==> config.mk <==
export PLATFORM = sky130hd
export DESIGN_NAME = gaussian_rbf_kernel_eval_flat
export DESIGN_NICKNAME = d
export VERILOG_FILES = /design/src/design/rbf_pkg.sv /design/src/design/rbf_if.sv /design/src/design/gaussian_rbf_kernel_eval.sv /design/src/design/rbf_front.sv /design/src/design/rbf_queue.sv /design/src/design/rbf_back.sv /design/src/flat_wrapper.sv
export SDC_FILE = /design/constraint.sdc
export NUM_CORES = 2
export LEC_CHECK = 0
export BUFFER_PORTS_ARGS = -buffer_cell sky130_fd_sc_hd__buf_2
export CAP_MARGIN = 20
export CELL_PAD_IN_SITES_DETAIL_PLACEMENT = 1
export CELL_PAD_IN_SITES_GLOBAL_PLACEMENT = 1
export CORE_MARGIN = 8
export CORE_UTILIZATION = 52
export CTS_CLUSTER_SIZE = 25
export DETAILED_ROUTE_END_ITERATION = 8
export PLACE_DENSITY = 0.84
export SLEW_MARGIN = 20
export SYNTH_ARGS = -nofsm -noshare
export SYNTH_HDL_FRONTEND = slang
export SYNTH_SLANG_ARGS = --single-unit
==> constraint.sdc <==
create_clock -name clk_i -period 16.9 [get_ports clk_i]
set_clock_uncertainty 0.2 [all_clocks]
set_input_delay 2.535 -clock clk_i [delete_from_list [all_inputs] [get_ports clk_i]]
set_output_delay 2.535 -clock clk_i [all_outputs]
set_load 0.1 [all_outputs]
==> src/design/rbf_pkg.sv <==
// Shared constants and types for the Gaussian RBF kernel evaluator.
// No dependencies; compiled first.
package rbf_pkg;

  localparam int DefFeatureWidth = 16;

  localparam int SumW    = 40;   // squared-distance accumulator, Q24.16
  localparam int GainW   = 32;   // gain register, Q8.24
  localparam int KernelW = 16;   // result, Q0.16
  localparam int MagW    = 20;   // largest difference magnitude that is squared exactly

  localparam logic [SumW-1:0]  SumMax    = '1;
  localparam logic [GainW-1:0] GainReset = 32'd16777216;

  // ln2 in Q.32
  localparam logic [31:0] Ln2Q32 = 32'd2977044472;

  // Taylor series of exp(-r): terms 1..SeriesTerms
  localparam int SeriesTerms = 13;
  localparam int TermIdxW    = 4;

  // queue between front and back end
  localparam int QueueDepth = 4;
  localparam int QPtrW      = $clog2(QueueDepth);
  localparam int QCntW      = $clog2(QueueDepth + 1);

  typedef logic [SumW-1:0] sum_t;

  typedef struct packed {
    logic [QCntW-1:0] count;
    logic             empty;
  } queue_stat_t;

endpackage

==> src/design/rbf_if.sv <==
// Valid/ready channel interfaces: coordinate items in, kernel results out.
// Depends on rbf_pkg.
interface rbf_in_if #(
  parameter int FeatureWidth = rbf_pkg::DefFeatureWidth
);
  logic                           valid;
  logic                           ready;
  logic signed [FeatureWidth-1:0] left_value;
  logic                           left_valid;
  logic signed [FeatureWidth-1:0] right_value;
  logic                           right_valid;
  logic                           last_element;

  modport source (
    output valid, left_value, left_valid, right_value, right_valid, last_element,
    input  ready
  );
  modport sink (
    input  valid, left_value, left_valid, right_value, right_valid, last_element,
    output ready
  );
endinterface

interface rbf_out_if;
  logic                         valid;
  logic                         ready;
  logic [rbf_pkg::KernelW-1:0]  kernel_value;

  modport source (output valid, kernel_value, input ready);
  modport sink   (input valid, kernel_value, output ready);
endinterface

==> src/design/gaussian_rbf_kernel_eval.sv <==
// Top level of the Gaussian RBF kernel evaluator: gain register, front end,
// queue and back end. Depends on rbf_pkg, rbf_if, rbf_front, rbf_queue, rbf_back.
//
// Streams coordinate pairs of two observations, one transfer per item, and
// returns exp(-gain * sum of squared differences) as unsigned Q0.16 once per
// pair, on the transfer flagged last_element. A coordinate contributes only
// when both of its valid flags are set; a last item with a missing coordinate
// still closes the pair. The distance sum (Q24.16) saturates at all ones;
// gain is 0.5/sigma^2 in Q8.24 and is written through cfg_we_i/cfg_wdata_i;
// the user must write it only while the block is idle, which the block does
// not enforce (reset value 1.0). Rate: the front end takes one coordinate per
// cycle, three pipeline stages (difference, square, accumulate), and stalls
// only when the four-entry queue of finished sums has no room beyond the
// last-flagged items in flight. The back end works one sum at a time around a
// single shared 32x32 multiplier: pop, two partial products, argument, range
// reduction by ln2, then twelve Taylor terms (multiply, byte-per-cycle
// division by the term index, accumulate), then rounding; an argument that
// reaches 16.0 goes straight to rounding and gives zero. Pairs with as many
// coordinates as the back end spends cycles on a sum run at one coordinate per
// cycle while results are taken; shorter pairs are paced by the back end. A
// finished result waits in an output register; the next sum stalls in rounding until it is taken.
module gaussian_rbf_kernel_eval #(
  parameter int FeatureWidth = rbf_pkg::DefFeatureWidth
) (
  input  logic                      clk_i,
  input  logic                      rst_ni,
  rbf_in_if.sink                    item_i,
  rbf_out_if.source                 result_o,
  input  logic                      cfg_we_i,
  input  logic [rbf_pkg::GainW-1:0] cfg_wdata_i
);
  import rbf_pkg::*;

  logic [GainW-1:0] gain_q, gain_d;

  logic        push;
  sum_t        push_data;
  logic        pop;
  sum_t        pop_data;
  queue_stat_t qstat;

  // gain register; the user writes it only between pairs, the block does not enforce this
  assign gain_d = cfg_we_i ? cfg_wdata_i : gain_q;

  always_ff @(posedge clk_i or negedge rst_ni) begin
    if (!rst_ni) begin
      gain_q <= GainReset;
    end else begin
      gain_q <= gain_d;
    end
  end

  // front end: masked squared differences, accumulated per pair
  rbf_front #(
    .FeatureWidth (FeatureWidth)
  ) u_front (
    .clk_i       (clk_i),
    .rst_ni      (rst_ni),
    .item_i      (item_i),
    .qstat_i     (qstat),
    .push_o      (push),
    .push_data_o (push_data)
  );

  // finished sums wait here while the back end is busy
  rbf_queue u_queue (
    .clk_i       (clk_i),
    .rst_ni      (rst_ni),
    .push_i      (push),
    .push_data_i (push_data),
    .pop_i       (pop),
    .pop_data_o  (pop_data),
    .stat_o      (qstat)
  );

  // back end: exponent evaluation and result register
  rbf_back u_back (
    .clk_i         (clk_i),
    .rst_ni        (rst_ni),
    .gain_i        (gain_q),
    .entry_valid_i (!qstat.empty),
    .entry_i       (pop_data),
    .pop_o         (pop),
    .result_o      (result_o)
  );

  // the front end's admission check must keep the queue from overflowing
  a_queue_no_overflow: assert property (
    @(posedge clk_i) disable iff (!rst_ni)
    push |-> (qstat.count != QCntW'(QueueDepth))
  ) else $error("distance sum pushed into a full queue");

  // the back end only takes a sum that is there
  a_queue_no_underflow: assert property (
    @(posedge clk_i) disable iff (!rst_ni)
    pop |-> !qstat.empty
  ) else $error("back end popped an empty queue");

  // a push and a pop in the same cycle leave the fill level unchanged
  a_queue_count_balance: assert property (
    @(posedge clk_i) disable iff (!rst_ni)
    (push && pop) |=> (qstat.count == $past(qstat.count))
  ) else $error("queue count moved on simultaneous push and pop");

endmodule

==> src/design/rbf_front.sv <==
// Front end: takes coordinate transfers, squares masked differences and
// accumulates them; pushes the finished distance sum into the queue.
// Depends on rbf_pkg and rbf_if.
module rbf_front #(
  parameter int FeatureWidth = rbf_pkg::DefFeatureWidth
) (
  input  logic                 clk_i,
  input  logic                 rst_ni,
  rbf_in_if.sink               item_i,
  input  rbf_pkg::queue_stat_t qstat_i,
  output logic                 push_o,
  output rbf_pkg::sum_t        push_data_o
);
  import rbf_pkg::*;

  // difference width, never below what the saturation check looks at
  localparam int DiffW = (FeatureWidth + 1 > MagW + 1) ? FeatureWidth + 1 : MagW + 1;

  logic accept;

  logic signed [DiffW-1:0] lx, rx, diff;
  logic        [DiffW-1:0] mag;
  logic                    use_both;

  // stage 1: magnitude of difference
  logic            s1_valid_q, s1_valid_d;
  logic            s1_last_q, s1_last_d;
  logic            s1_use_q, s1_use_d;
  logic            s1_sat_q, s1_sat_d;
  logic [MagW-1:0] s1_mag_q, s1_mag_d;

  // stage 2: square
  logic            s2_valid_q, s2_valid_d;
  logic            s2_last_q, s2_last_d;
  sum_t            s2_sq_q, s2_sq_d;

  // stage 3: accumulate
  sum_t            acc_q, acc_d;
  logic [SumW:0]   acc_ext;
  sum_t            acc_sat;

  logic [QCntW:0]  pend;

  // room in the queue for every last-flagged item still in the pipe, plus this one
  always_comb begin
    pend = (QCntW+1)'(s1_valid_q & s1_last_q) + (QCntW+1)'(s2_valid_q & s2_last_q);
  end
  assign item_i.ready = (({1'b0, qstat_i.count} + pend) < (QCntW+1)'(QueueDepth));
  assign accept       = item_i.valid && item_i.ready;

  always_comb begin
    lx       = DiffW'(item_i.left_value);
    rx       = DiffW'(item_i.right_value);
    diff     = lx - rx;
    mag      = diff[DiffW-1] ? DiffW'(-diff) : DiffW'(diff);
    use_both = item_i.left_valid && item_i.right_valid;

    s1_valid_d = accept;
    s1_last_d  = item_i.last_element;
    s1_use_d   = use_both;
    s1_sat_d   = use_both && (|mag[DiffW-1:MagW]);
    s1_mag_d   = mag[MagW-1:0];
  end

  always_comb begin
    s2_valid_d = s1_valid_q;
    s2_last_d  = s1_last_q;
    if (s1_sat_q) begin
      s2_sq_d = SumMax;
    end else if (s1_use_q) begin
      s2_sq_d = SumW'(s1_mag_q) * SumW'(s1_mag_q);
    end else begin
      s2_sq_d = '0;
    end
  end

  always_comb begin
    acc_ext     = {1'b0, acc_q} + {1'b0, s2_sq_q};
    acc_sat     = acc_ext[SumW] ? SumMax : acc_ext[SumW-1:0];
    acc_d       = acc_q;
    push_o      = 1'b0;
    push_data_o = acc_sat;
    if (s2_valid_q) begin
      if (s2_last_q) begin
        push_o = 1'b1;
        acc_d  = '0;
      end else begin
        acc_d  = acc_sat;
      end
    end
  end

  always_ff @(posedge clk_i or negedge rst_ni) begin
    if (!rst_ni) begin
      s1_valid_q <= 1'b0;
      s2_valid_q <= 1'b0;
      acc_q      <= '0;
    end else begin
      s1_valid_q <= s1_valid_d;
      s2_valid_q <= s2_valid_d;
      acc_q      <= acc_d;
    end
  end

  always_ff @(posedge clk_i) begin
    s1_last_q <= s1_last_d;
    s1_use_q  <= s1_use_d;
    s1_sat_q  <= s1_sat_d;
    s1_mag_q  <= s1_mag_d;
    s2_last_q <= s2_last_d;
    s2_sq_q   <= s2_sq_d;
  end

endmodule

==> src/design/rbf_queue.sv <==
// Short FIFO of finished distance sums between front and back end.
// Depends on rbf_pkg.
module rbf_queue (
  input  logic                 clk_i,
  input  logic                 rst_ni,
  input  logic                 push_i,
  input  rbf_pkg::sum_t        push_data_i,
  input  logic                 pop_i,
  output rbf_pkg::sum_t        pop_data_o,
  output rbf_pkg::queue_stat_t stat_o
);
  import rbf_pkg::*;

  sum_t             mem_q [QueueDepth];
  logic [QPtrW-1:0] wr_ptr_q, wr_ptr_d;
  logic [QPtrW-1:0] rd_ptr_q, rd_ptr_d;
  logic [QCntW-1:0] count_q, count_d;

  always_comb begin
    wr_ptr_d = wr_ptr_q;
    rd_ptr_d = rd_ptr_q;
    count_d  = count_q;
    if (push_i) begin
      wr_ptr_d = (wr_ptr_q == QPtrW'(QueueDepth - 1)) ? '0 : wr_ptr_q + 1'b1;
    end
    if (pop_i) begin
      rd_ptr_d = (rd_ptr_q == QPtrW'(QueueDepth - 1)) ? '0 : rd_ptr_q + 1'b1;
    end
    case ({push_i, pop_i})
      2'b10:   count_d = count_q + 1'b1;
      2'b01:   count_d = count_q - 1'b1;
      default: count_d = count_q;
    endcase
  end

  always_ff @(posedge clk_i or negedge rst_ni) begin
    if (!rst_ni) begin
      wr_ptr_q <= '0;
      rd_ptr_q <= '0;
      count_q  <= '0;
    end else begin
      wr_ptr_q <= wr_ptr_d;
      rd_ptr_q <= rd_ptr_d;
      count_q  <= count_d;
    end
  end

  always_ff @(posedge clk_i) begin
    if (push_i) begin
      mem_q[wr_ptr_q] <= push_data_i;
    end
  end

  assign pop_data_o   = mem_q[rd_ptr_q];
  assign stat_o.count = count_q;
  assign stat_o.empty = (count_q == '0);

endmodule

==> src/design/rbf_back.sv <==
// Back end: sequencer around one shared 32x32 multiplier that turns a
// distance sum into exp(-sum*gain) in Q0.16, plus the result register.
// Depends on rbf_pkg and rbf_if.
module rbf_back (
  input  logic                        clk_i,
  input  logic                        rst_ni,
  input  logic [rbf_pkg::GainW-1:0]   gain_i,
  input  logic                        entry_valid_i,
  input  rbf_pkg::sum_t               entry_i,
  output logic                        pop_o,
  rbf_out_if.source                   result_o
);
  import rbf_pkg::*;

  typedef enum logic [8:0] {
    StIdle    = 9'b000000001,
    StMulHi   = 9'b000000010,
    StMulLo   = 9'b000000100,
    StArg     = 9'b000001000,
    StReduce  = 9'b000010000,
    StSerMul  = 9'b000100000,
    StSerDiv  = 9'b001000000,
    StSerAcc  = 9'b010000000,
    StRound   = 9'b100000000
  } back_state_e;

  back_state_e state_q, state_d;

  logic [2:0]           step_q, step_d;
  logic [TermIdxW-1:0]  k_q, k_d;
  sum_t                 ent_q, ent_d;
  logic [51:0]          hi_q, hi_d;      // (sum >> 20) * gain
  logic [35:0]          lo_q, lo_d;      // ((sum & 0xFFFFF) * gain) >> 16
  logic                 zero_q, zero_d;  // argument at or past the limit
  logic [35:0]          rem_q, rem_d;    // t in Q.32, reduced mod ln2
  logic [4:0]           n_q, n_d;        // multiples of ln2 taken out
  logic [31:0]          term_q, term_d;
  logic [32:0]          sum_q, sum_d;    // series sum, stays in (0, 2^32]
  logic [31:0]          div_q, div_d;
  logic [31:0]          quot_q, quot_d;
  logic [3:0]           drem_q, drem_d;
  logic                 out_valid_q, out_valid_d;
  logic [KernelW-1:0]   out_value_q, out_value_d;

  logic [31:0] mul_a, mul_b;
  logic [63:0] prod;
  logic [56:0] arg;
  logic [35:0] red_cmp;

  // divider: eight quotient bits per cycle, divisor is the term index
  logic [4:0]  pr;
  logic [3:0]  rr;
  logic [7:0]  qbyte;

  // rounding: (e + 2^(15+n)) >> (16+n)
  logic [5:0]         sh;
  logic [39:0]        wide, shifted;
  logic [KernelW-1:0] rounded;

  assign prod = 64'(mul_a) * 64'(mul_b);

  always_comb begin
    rr    = drem_q;
    qbyte = '0;
    pr    = '0;
    for (int i = 0; i < 8; i++) begin
      pr = {rr, div_q[31-i]};
      if (pr >= {1'b0, k_q}) begin
        pr           = pr - {1'b0, k_q};
        qbyte[7-i]   = 1'b1;
      end
      rr = pr[3:0];
    end
  end

  always_comb begin
    sh      = 6'd15 + 6'(n_q);
    wide    = 40'(sum_q) + (40'd1 << sh);
    shifted = wide >> (sh + 6'd1);
    rounded = (|shifted[39:KernelW]) ? '1 : shifted[KernelW-1:0];
  end

  always_comb begin
    state_d     = state_q;
    step_d      = step_q;
    k_d         = k_q;
    ent_d       = ent_q;
    hi_d        = hi_q;
    lo_d        = lo_q;
    zero_d      = zero_q;
    rem_d       = rem_q;
    n_d         = n_q;
    term_d      = term_q;
    sum_d       = sum_q;
    div_d       = div_q;
    quot_d      = quot_q;
    drem_d      = drem_q;
    out_value_d = out_value_q;
    out_valid_d = out_valid_q && !result_o.ready;
    pop_o       = 1'b0;
    mul_a       = '0;
    mul_b       = gain_i;
    arg         = 57'({hi_q, 4'b0000}) + 57'(lo_q);
    red_cmp     = 36'(Ln2Q32) << step_q;

    case (state_q)
      StIdle: begin
        if (entry_valid_i) begin
          pop_o   = 1'b1;
          ent_d   = entry_i;
          zero_d  = 1'b0;
          n_d     = '0;
          state_d = StMulHi;
        end
      end
      StMulHi: begin
        mul_a   = 32'(ent_q[SumW-1:20]);
        hi_d    = prod[51:0];
        state_d = StMulLo;
      end
      StMulLo: begin
        mul_a   = 32'(ent_q[19:0]);
        lo_d    = prod[51:16];
        state_d = StArg;
      end
      StArg: begin
        // argument capped at 16.0: result underflows to zero there
        if (arg >= (57'd1 << 28)) begin
          zero_d  = 1'b1;
          state_d = StRound;
        end else begin
          rem_d   = {arg[27:0], 8'h00};
          step_d  = 3'd4;
          state_d = StReduce;
        end
      end
      StReduce: begin
        // restoring division by ln2, one quotient bit per cycle
        if (rem_q >= red_cmp) begin
          rem_d       = rem_q - red_cmp;
          n_d[step_q] = 1'b1;
        end
        if (step_q == 3'd0) begin
          term_d  = rem_d[31:0];   // first term is r itself
          k_d     = TermIdxW'(2);
          state_d = StSerMul;
        end else begin
          step_d  = step_q - 1'b1;
        end
      end
      StSerMul: begin
        if (k_q == TermIdxW'(2)) begin
          sum_d = (33'd1 << 32) - 33'(rem_q[31:0]);
        end
        mul_a   = term_q;
        mul_b   = rem_q[31:0];
        div_d   = prod[63:32];
        quot_d  = '0;
        drem_d  = '0;
        step_d  = '0;
        state_d = StSerDiv;
      end
      StSerDiv: begin
        drem_d = rr;
        quot_d = {quot_q[23:0], qbyte};
        div_d  = div_q << 8;
        step_d = step_q + 1'b1;
        if (step_q == 3'd3) begin
          state_d = StSerAcc;
        end
      end
      StSerAcc: begin
        term_d = quot_q;
        sum_d  = k_q[0] ? sum_q - 33'(quot_q) : sum_q + 33'(quot_q);
        if (k_q == TermIdxW'(SeriesTerms)) begin
          state_d = StRound;
        end else begin
          k_d     = k_q + 1'b1;
          state_d = StSerMul;
        end
      end
      StRound: begin
        if (!out_valid_q || result_o.ready) begin
          out_valid_d = 1'b1;
          out_value_d = zero_q ? '0 : rounded;
          state_d     = StIdle;
        end
      end
      default: begin
        state_d = StIdle;
      end
    endcase
  end

  always_ff @(posedge clk_i or negedge rst_ni) begin
    if (!rst_ni) begin
      state_q     <= StIdle;
      out_valid_q <= 1'b0;
    end else begin
      state_q     <= state_d;
      out_valid_q <= out_valid_d;
    end
  end

  always_ff @(posedge clk_i) begin
    step_q      <= step_d;
    k_q         <= k_d;
    ent_q       <= ent_d;
    hi_q        <= hi_d;
    lo_q        <= lo_d;
    zero_q      <= zero_d;
    rem_q       <= rem_d;
    n_q         <= n_d;
    term_q      <= term_d;
    sum_q       <= sum_d;
    div_q       <= div_d;
    quot_q      <= quot_d;
    drem_q      <= drem_d;
    out_value_q <= out_value_d;
  end

  assign result_o.valid        = out_valid_q;
  assign result_o.kernel_value = out_value_q;

endmodule

==> src/flat_wrapper.sv <==
// flat-port wrapper written by rule: the top's interface ports become plain ports
module gaussian_rbf_kernel_eval_flat import rbf_pkg::*;
#(
  parameter int FeatureWidth = rbf_pkg::DefFeatureWidth
)
  (clk_i, rst_ni, cfg_we_i, cfg_wdata_i, item_i_valid, item_i_left_value, item_i_left_valid, item_i_right_value, item_i_right_valid, item_i_last_element, item_i_ready, result_o_valid, result_o_kernel_value, result_o_ready);
  rbf_in_if #(.FeatureWidth(FeatureWidth)) item_i_i ();
  rbf_out_if result_o_i ();
  input  logic clk_i;
  input  logic rst_ni;
  input  logic cfg_we_i;
  input  logic [rbf_pkg::GainW-1:0] cfg_wdata_i;
  input wire logic [$bits(item_i_i.valid)-1:0] item_i_valid;
  input wire logic [$bits(item_i_i.left_value)-1:0] item_i_left_value;
  input wire logic [$bits(item_i_i.left_valid)-1:0] item_i_left_valid;
  input wire logic [$bits(item_i_i.right_value)-1:0] item_i_right_value;
  input wire logic [$bits(item_i_i.right_valid)-1:0] item_i_right_valid;
  input wire logic [$bits(item_i_i.last_element)-1:0] item_i_last_element;
  output wire logic [$bits(item_i_i.ready)-1:0] item_i_ready;
  output wire logic [$bits(result_o_i.valid)-1:0] result_o_valid;
  output wire logic [$bits(result_o_i.kernel_value)-1:0] result_o_kernel_value;
  input wire logic [$bits(result_o_i.ready)-1:0] result_o_ready;
  assign item_i_i.valid = item_i_valid;
  assign item_i_i.left_value = item_i_left_value;
  assign item_i_i.left_valid = item_i_left_valid;
  assign item_i_i.right_value = item_i_right_value;
  assign item_i_i.right_valid = item_i_right_valid;
  assign item_i_i.last_element = item_i_last_element;
  assign item_i_ready = item_i_i.ready;
  assign result_o_valid = result_o_i.valid;
  assign result_o_kernel_value = result_o_i.kernel_value;
  assign result_o_i.ready = result_o_ready;
  gaussian_rbf_kernel_eval #(.FeatureWidth(FeatureWidth)) u_core (.clk_i(clk_i), .rst_ni(rst_ni), .item_i(item_i_i), .result_o(result_o_i), .cfg_we_i(cfg_we_i), .cfg_wdata_i(cfg_wdata_i));
endmodule
## Yosys cells after proc, flatten, opt, wreduce, memory -nomap -nowiden

Memory sizes are Yosys's and may differ from the RTL's. A register that Yosys moved wholly into a read port is not among the register bits.
Cells that the tools add are included.

| operators by class | value |
|---|---|
| $add $sub $neg | 28 |
| $mul | 2 |
| magnitude comparators | 13 |
| equal/unequal tests | 26 |
| shift operators | 3 |
| mux-type cells | 66 |
| bitwise gates (word level) | 4 |
| reduce and logical (&&, ||, !) cells | 30 |

Operators with widths:

| cell | count |
|---|---|
| case mux 32 bit (2 select lines) | 3 |
| 2-to-1 mux 40 bit | 3 |
| case mux 32 bit (3 select lines) | 1 |
| case mux 9 bit (9 select lines) | 1 |
| 2-to-1 mux 36 bit | 2 |
| case mux 36 bit (2 select lines) | 1 |
| 2-to-1 mux 33 bit | 2 |
| case mux 33 bit (2 select lines) | 1 |
| multiplier 32 x 32 -> 64 bit | 1 |
| 2-to-1 mux 32 bit | 2 |
| adder 56 x 36 -> 57 bit | 1 |
| >= comparator 57 x 29 -> 1 bit, second input constant | 1 |
| 2-to-1 mux 9 bit | 6 |
| adder 40 x 40 -> 41 bit | 1 |
| adder 33 x 40 -> 40 bit | 1 |
| >= comparator 5 x 4 -> 1 bit | 8 |
| multiplier 20 x 20 -> 40 bit | 1 |
| 2-to-1 mux 4 bit | 10 |
| << shifter 1 x 6 -> 40 bit, first input constant | 1 |
| right shift 40 x 6 -> 40 bit | 1 |
| >= comparator 36 bit | 1 |
| << shifter 32 x 3 -> 36 bit, first input constant | 1 |
| subtractor 36 bit | 1 |
| adder 33 x 32 -> 33 bit | 1 |
| 56 further kinds | 120 |

| word-level totals | value |
|---|---|
| bits in registers | 441 |
| RAM bits | 160 |
| input port bits | 72 |
| output and inout bits | 18 |
| logic and storage cells | 202 |
| memories | 1 |

Memories:

| name | depth | width | rd ports | clocked after memory_dff | write ports | line | text |
|---|---|---|---|---|---|---|---|
| u_core.u_queue.mem_q | 4 | 40 | 1 | 1 | 1 | rbf_queue.sv:14 | `sum_t mem_q [QueueDepth];` |

## Logic depth before layout (Yosys ltp)

| logic depth | value |
|---|---|
| word-level depth | 17 |
| depth in mapped cells | 63 |

## Modules after synthesis

From an unflattened synthesis, not the netlist that was laid out.

| second synthesis, totals | value |
|---|---|
| cell total of the unflattened synthesis | 9079 |
| area total of the unflattened synthesis | 85020.3 um^2 |

By module, submodules not included:

| module | instances | cells an instance | area an instance (um^2) | seq. area each (um^2) |
|---|---|---|---|---|
| rbf_back | 1 | 6651 | 58836.4 | 9950.8 |
| rbf_front | 1 | 2112 | 18596.6 | 2332.2 |
| rbf_queue | 1 | 247 | 6237.2 | 4979.8 |
| gaussian_rbf_kernel_eval | 1 | 69 | 1350.0 | 802.0 |

## Worst setup path before layout

No wires, ideal clock.

| timing | value |
|---|---|
| path kind | reg-to-reg |
| from | reg u_core.u_back.k_q[1] |
| to | reg u_core.u_back.drem_q[1] (data pin) |
| library setup time | 0.268 ns |
| arrival | 11.941 ns |
| data required time | 16.432 ns |
| path slack | 4.491 ns |
| stages on the path, launching flop included | 64 |
| path buffers | 0 |
| clock period less this slack | 12.409 ns |
| path through | edfxtp_1 inv_1 ha_1 nor2b_1 o21a_1 o21a_1 nor2_1 mux2i_1 ha_1 a21o_1 a21o_1 a221oi_4 mux2_2 inv_1 ha_1 o21ai_0 nand2b_1 a21o_1 [... 28 more ...] mux2i_4 mux2_2 inv_1 ha_1 nor2b_1 o21ai_0 nand2b_1 a21o_1 nor3_2 o2bb2ai_1 ha_1 a21o_1 a21o_1 a31o_2 a21oi_1 nand3_4 mux2i_1 nor2_1 |

| on the way | value |
|---|---|
| word-level cells in the longest chain between the ends | 17 |

RTL lines:

| item | line | text |
|---|---|---|
| start: declaration | rbf_back.sv:30 | `logic [TermIdxW-1:0] k_q, k_d;` |
| start signal: assignment | rbf_back.sv:207 | `k_q <= k_d;` |
| subtractor 4 bit / >= comparator 5 x 4 -> 1 bit (equally long branches) | rbf_back.sv:69, rbf_back.sv:68 |  |
| 2-to-1 mux 4 bit | rbf_back.sv:68 | `if (pr >= {1'b0, k_q}) begin` |
| subtractor 4 bit / >= comparator 5 x 4 -> 1 bit (equally long branches) | rbf_back.sv:69, rbf_back.sv:68 |  |
| 2-to-1 mux 4 bit | rbf_back.sv:68 |  |
| subtractor 4 bit / >= comparator 5 x 4 -> 1 bit (equally long branches) | rbf_back.sv:69, rbf_back.sv:68 |  |
| 2-to-1 mux 4 bit | rbf_back.sv:68 |  |
| >= comparator 5 x 4 -> 1 bit / subtractor 4 bit (equally long branches) | rbf_back.sv:68, rbf_back.sv:69 |  |
| 2-to-1 mux 4 bit | rbf_back.sv:68 |  |
| subtractor 4 bit / >= comparator 5 x 4 -> 1 bit (equally long branches) | rbf_back.sv:69, rbf_back.sv:68 |  |
| 2-to-1 mux 4 bit | rbf_back.sv:68 |  |
| subtractor 4 bit / >= comparator 5 x 4 -> 1 bit (equally long branches) | rbf_back.sv:69, rbf_back.sv:68 |  |
| 2-to-1 mux 4 bit | rbf_back.sv:68 |  |
| >= comparator 5 x 4 -> 1 bit / subtractor 4 bit (equally long branches) | rbf_back.sv:68, rbf_back.sv:69 |  |
| 2-to-1 mux 4 bit | rbf_back.sv:68 |  |
| subtractor 4 bit / >= comparator 5 x 4 -> 1 bit (equally long branches) | rbf_back.sv:69, rbf_back.sv:68 |  |
| 2-to-1 mux 4 bit (*) | rbf_back.sv:68 |  |
| case mux 4 bit (2 select lines) (*) | rbf_back.sv:106 | `case (state_q)` |
| end signal: assignment | rbf_back.sv:218 | `drem_q <= drem_d;` |
| end: declaration | rbf_back.sv:41 | `logic [3:0] drem_q, drem_d;` |

Mark *: on every way between the ends. The rest lies on a longest branch, timed or not.
A chain may end at the register's enable or synchronous reset.

## Worst setup path after layout

Ends and elaborated chain as after synthesis.

==> flow_summary.toml <==
[timing]
finalSetupTns_ns = 0
finalHoldViolations = 0
timing.final.crit_share = 0.840
setup-violations-final = 0
tightest_slew_ns = 1.26
relSlewSlack = 0.157
rsz0062_at_grt = "false"
drv_slew = 0
timing.fmax_mhz = 70.4
fin_crit_ns = 14.20

[hold_path]
hold_end = "u_core.u_front.s2_valid_q$_DFF_PN0_"
worst_hold_path_type = "flip-flop to flip-flop"
hold_depth = 0
worstHoldStart = "u_core.u_front.s1_valid_q$_DFF_PN0_"

[worst_setup_path]
cp_num_buf_inv = 6
crit_slowest_cell = "edfxtp_1"
crit_type = "flip-flop to flip-flop"
end_kind = "flip-flop"
cp_max_fo = 12
worstSetupPathDepth = 63
crit_path_frequent_cell = "a21o_1"
cpPeakStageDelay_ns = 0.75
rr_endpoint = "u_core.u_back.drem_q[1]$_SDFFCE_PN0P_"
r2r_start = "u_core.u_back.k_q[1]$_SDFFCE_PN1P_"
crit_required_ns = 17.09
reg2reg_depth = 63
critical-path-top-delay-family = "compound AO/OA/AOI/OAI gates"
cp-start-kind = "flip-flop"
cp_data_arrival_time_ns = 14.39
regToRegSetupSlack_ns = 2.70

[cts]
cts_tree = "done"
clock_path_buffers = 3
clkSinkCount = 638
clockRootBuffer = "clkbuf_16"
path_clk_slew_ns = 0.06
cts_buffers = 77
hold_buffers = 0
clk_latency_ns = 0.69
cts_setup_buffers = 0
cts_resized = 0
htree_levels = 3

[synth]
syn_area_sq_um = 82700
synthFlopType = "edfxtp_1"
ys_async_sr_fraction = 0.143
ys_warn_count = 0
seq_area_frac_synth = 0.218
netlist_instances = 8760
synth_edf_count = 483
ys_ff_latch = 638
avgSynthCellArea_sq_um = 9.45
synth_cell_types = 94

[routing]
wirelength_mm = 284
drc = 0
wl_per_cell_microns = 26.3
vias = 66300
detail-route-antenna-nets = 0
drt_iter0_drc = 6046
firstDrtPassIters = 6
vias_per_cell = 6.13

[placed_design]
dp_cells = 10700
place_congestion = 0.948
dp_hpwl_mm = 220
placed_area_sq_um = 85400
numPortBuffers = 89

[floorplan]
initial_utilization = 0.523
die_area_sq_um = 172000
die_h_microns = 415
die_x_microns = 415
io_pins = 90
rows = 146
coreArea_sq_um = 158000

[finish]
mostFrequentLayoutCell = "inv_1"
syn_to_final_growth_pct = 6.45
final_cells = 10800
fillerInstances = 17900
drive_above_1_share = 0.0603
final_util = 0.557
nets = 10600
multi_input_comb_area_sq_um = 58100
final_area_sq_um = 88100
layout_common_cells = "1434 x inv_1, 1292 x nand2_1, 1191 x fa_1"
ff_latch_area_sq_um = 18100

[global_routing]
grt_overflow = 0
grt_pass1_wl_mm = 441
grt_pass1_vias = 73900
groute.usage.overall = 0.327
grt_max_degree = 151
antenna_found_initial = 11

[run]
cap_violations = 0

[outcome]
status = "finished, final reports clean"
## area by class of cell
type | count | area share
multi-input cells | 6324 | 0.659
diodes | 6 | 0.000170
clock inverters | 53 | 0.00651
inverters | 1437 | 0.0612
clock buffers | 91 | 0.0233
repair buffers | 203 | 0.0149
well taps | 2072 | 0.0294
flip-flops and latches | 638 | 0.205
## metrics by stage
stage / worst slack [ns] / hold slack [ns]
after floorplan: 4.49 / 0.123
after global placement: 2.54 / 0.156
after detailed placement: 2.56 / 0.165
after CTS: 2.55 / 0.178
after global routing: 1.58 / 0.190
final: 2.70 / 0.174
## state kept, by name, summed over array words and instances (netlist names), 3 cells and up
name and count:
u_core.u_back.n_q 5, u_core.u_back.state_q 9, u_core.u_front.acc_q 40, u_core.u_back.lo_q 36, u_core.u_back.div_q 32, u_core.u_queue.count_q 3, u_core.u_back.hi_q 52, u_core.u_back.rem_q 33
u_core.u_front.s2_sq_q 40, u_core.u_back.sum_q 33, u_core.u_back.step_q 3, u_core.u_back.result_o.kernel_value 16, u_core.u_back.k_q 4, u_core.u_queue.mem_q 160, u_core.u_back.quot_q 32, u_core.u_back.ent_q 40
u_core.gain_q 32, u_core.u_back.drem_q 4, u_core.u_back.term_q 32, u_core.u_front.s1_mag_q 20
## worst max path at each step
stage | start | endpoint | slack [ns]
2_1_floorplan | u_core.u_back.k_q[1]$_SDFFCE_PN1P_ | u_core.u_back.drem_q[1]$_SDFFCE_PN0P_ | 4.49
3_3_place_gp | u_core.u_back.k_q[1]$_SDFFCE_PN1P_ | u_core.u_back.drem_q[1]$_SDFFCE_PN0P_ | 2.54
3_5_place_dp | u_core.u_back.k_q[1]$_SDFFCE_PN1P_ | u_core.u_back.drem_q[2]$_SDFFCE_PN0P_ | 2.56
4_1_cts | u_core.u_back.k_q[1]$_SDFFCE_PN1P_ | u_core.u_back.drem_q[1]$_SDFFCE_PN0P_ | 2.55
5_1_grt | u_core.u_back.k_q[1]$_SDFFCE_PN1P_ | u_core.u_back.drem_q[1]$_SDFFCE_PN0P_ | 1.58
6_report | u_core.u_back.k_q[1]$_SDFFCE_PN1P_ | u_core.u_back.drem_q[1]$_SDFFCE_PN0P_ | 2.70
## synth_stat cells, types with 16 or more instances
cell type  count  area, sq um
a21oi_1      384         1920
o21bai_1      34          255
a211oi_1      54          405
a31oi_1       36          225
or2_2         25          156
and2_1       198         1240
o21ai_0      261         1310
o31ai_1       19          143
nand2_1     1295         4860
nor4_1        19          119
mux2i_1       81          811
a22o_1        50          438
and3_1       128          801
a21o_1       194         1460
dfrtp_1       89         2230
xor2_1       103          902
nor3_1        93          465
nor2_1       490         1840
buf_1         28          105
ha_1         654         8180
nor2b_1       49          307
o21a_1        60          450
xnor2_1      226         1980
a31o_2        17          149
or4_1         16          120
edfxtp_1     483        14500
dfxtp_1       64         1280
mux2_2        55          619
nand3_1       82          410
nand2b_1      67          419
or3_1         49          307
a22oi_1       22          165
mux4_2        45         1010
nand4_1       35          219
o211ai_1      17          128
fa_1        1191        23800
clkbuf_1     368         1380
inv_1       1435         5390
## metal layers
layer	GRT usage	vias to the layer above	routed length, microns
met3	0.0612	867	23600
met5	0	-	13
met4	0.157	2	16300
li1	-	28300	-
met2	0.543	2998	135000
met1	0.414	34200	109000
## kinds of logic after synthesis
family | after synthesis | synth area share
simple gates | 2608 | 0.143
fa+ha+maj | 1845 | 0.387
buf+inv | 1836 | 0.0834
compound gates | 1318 | 0.104
flops | 638 | 0.218
xor+xnor | 329 | 0.0348
mux | 184 | 0.0302
other cells | 2 | 0.0000908
Power is left out: the tool's default activity adds up to more than one toggle a clock period on the data nets, which glitch-free logic cannot reach.
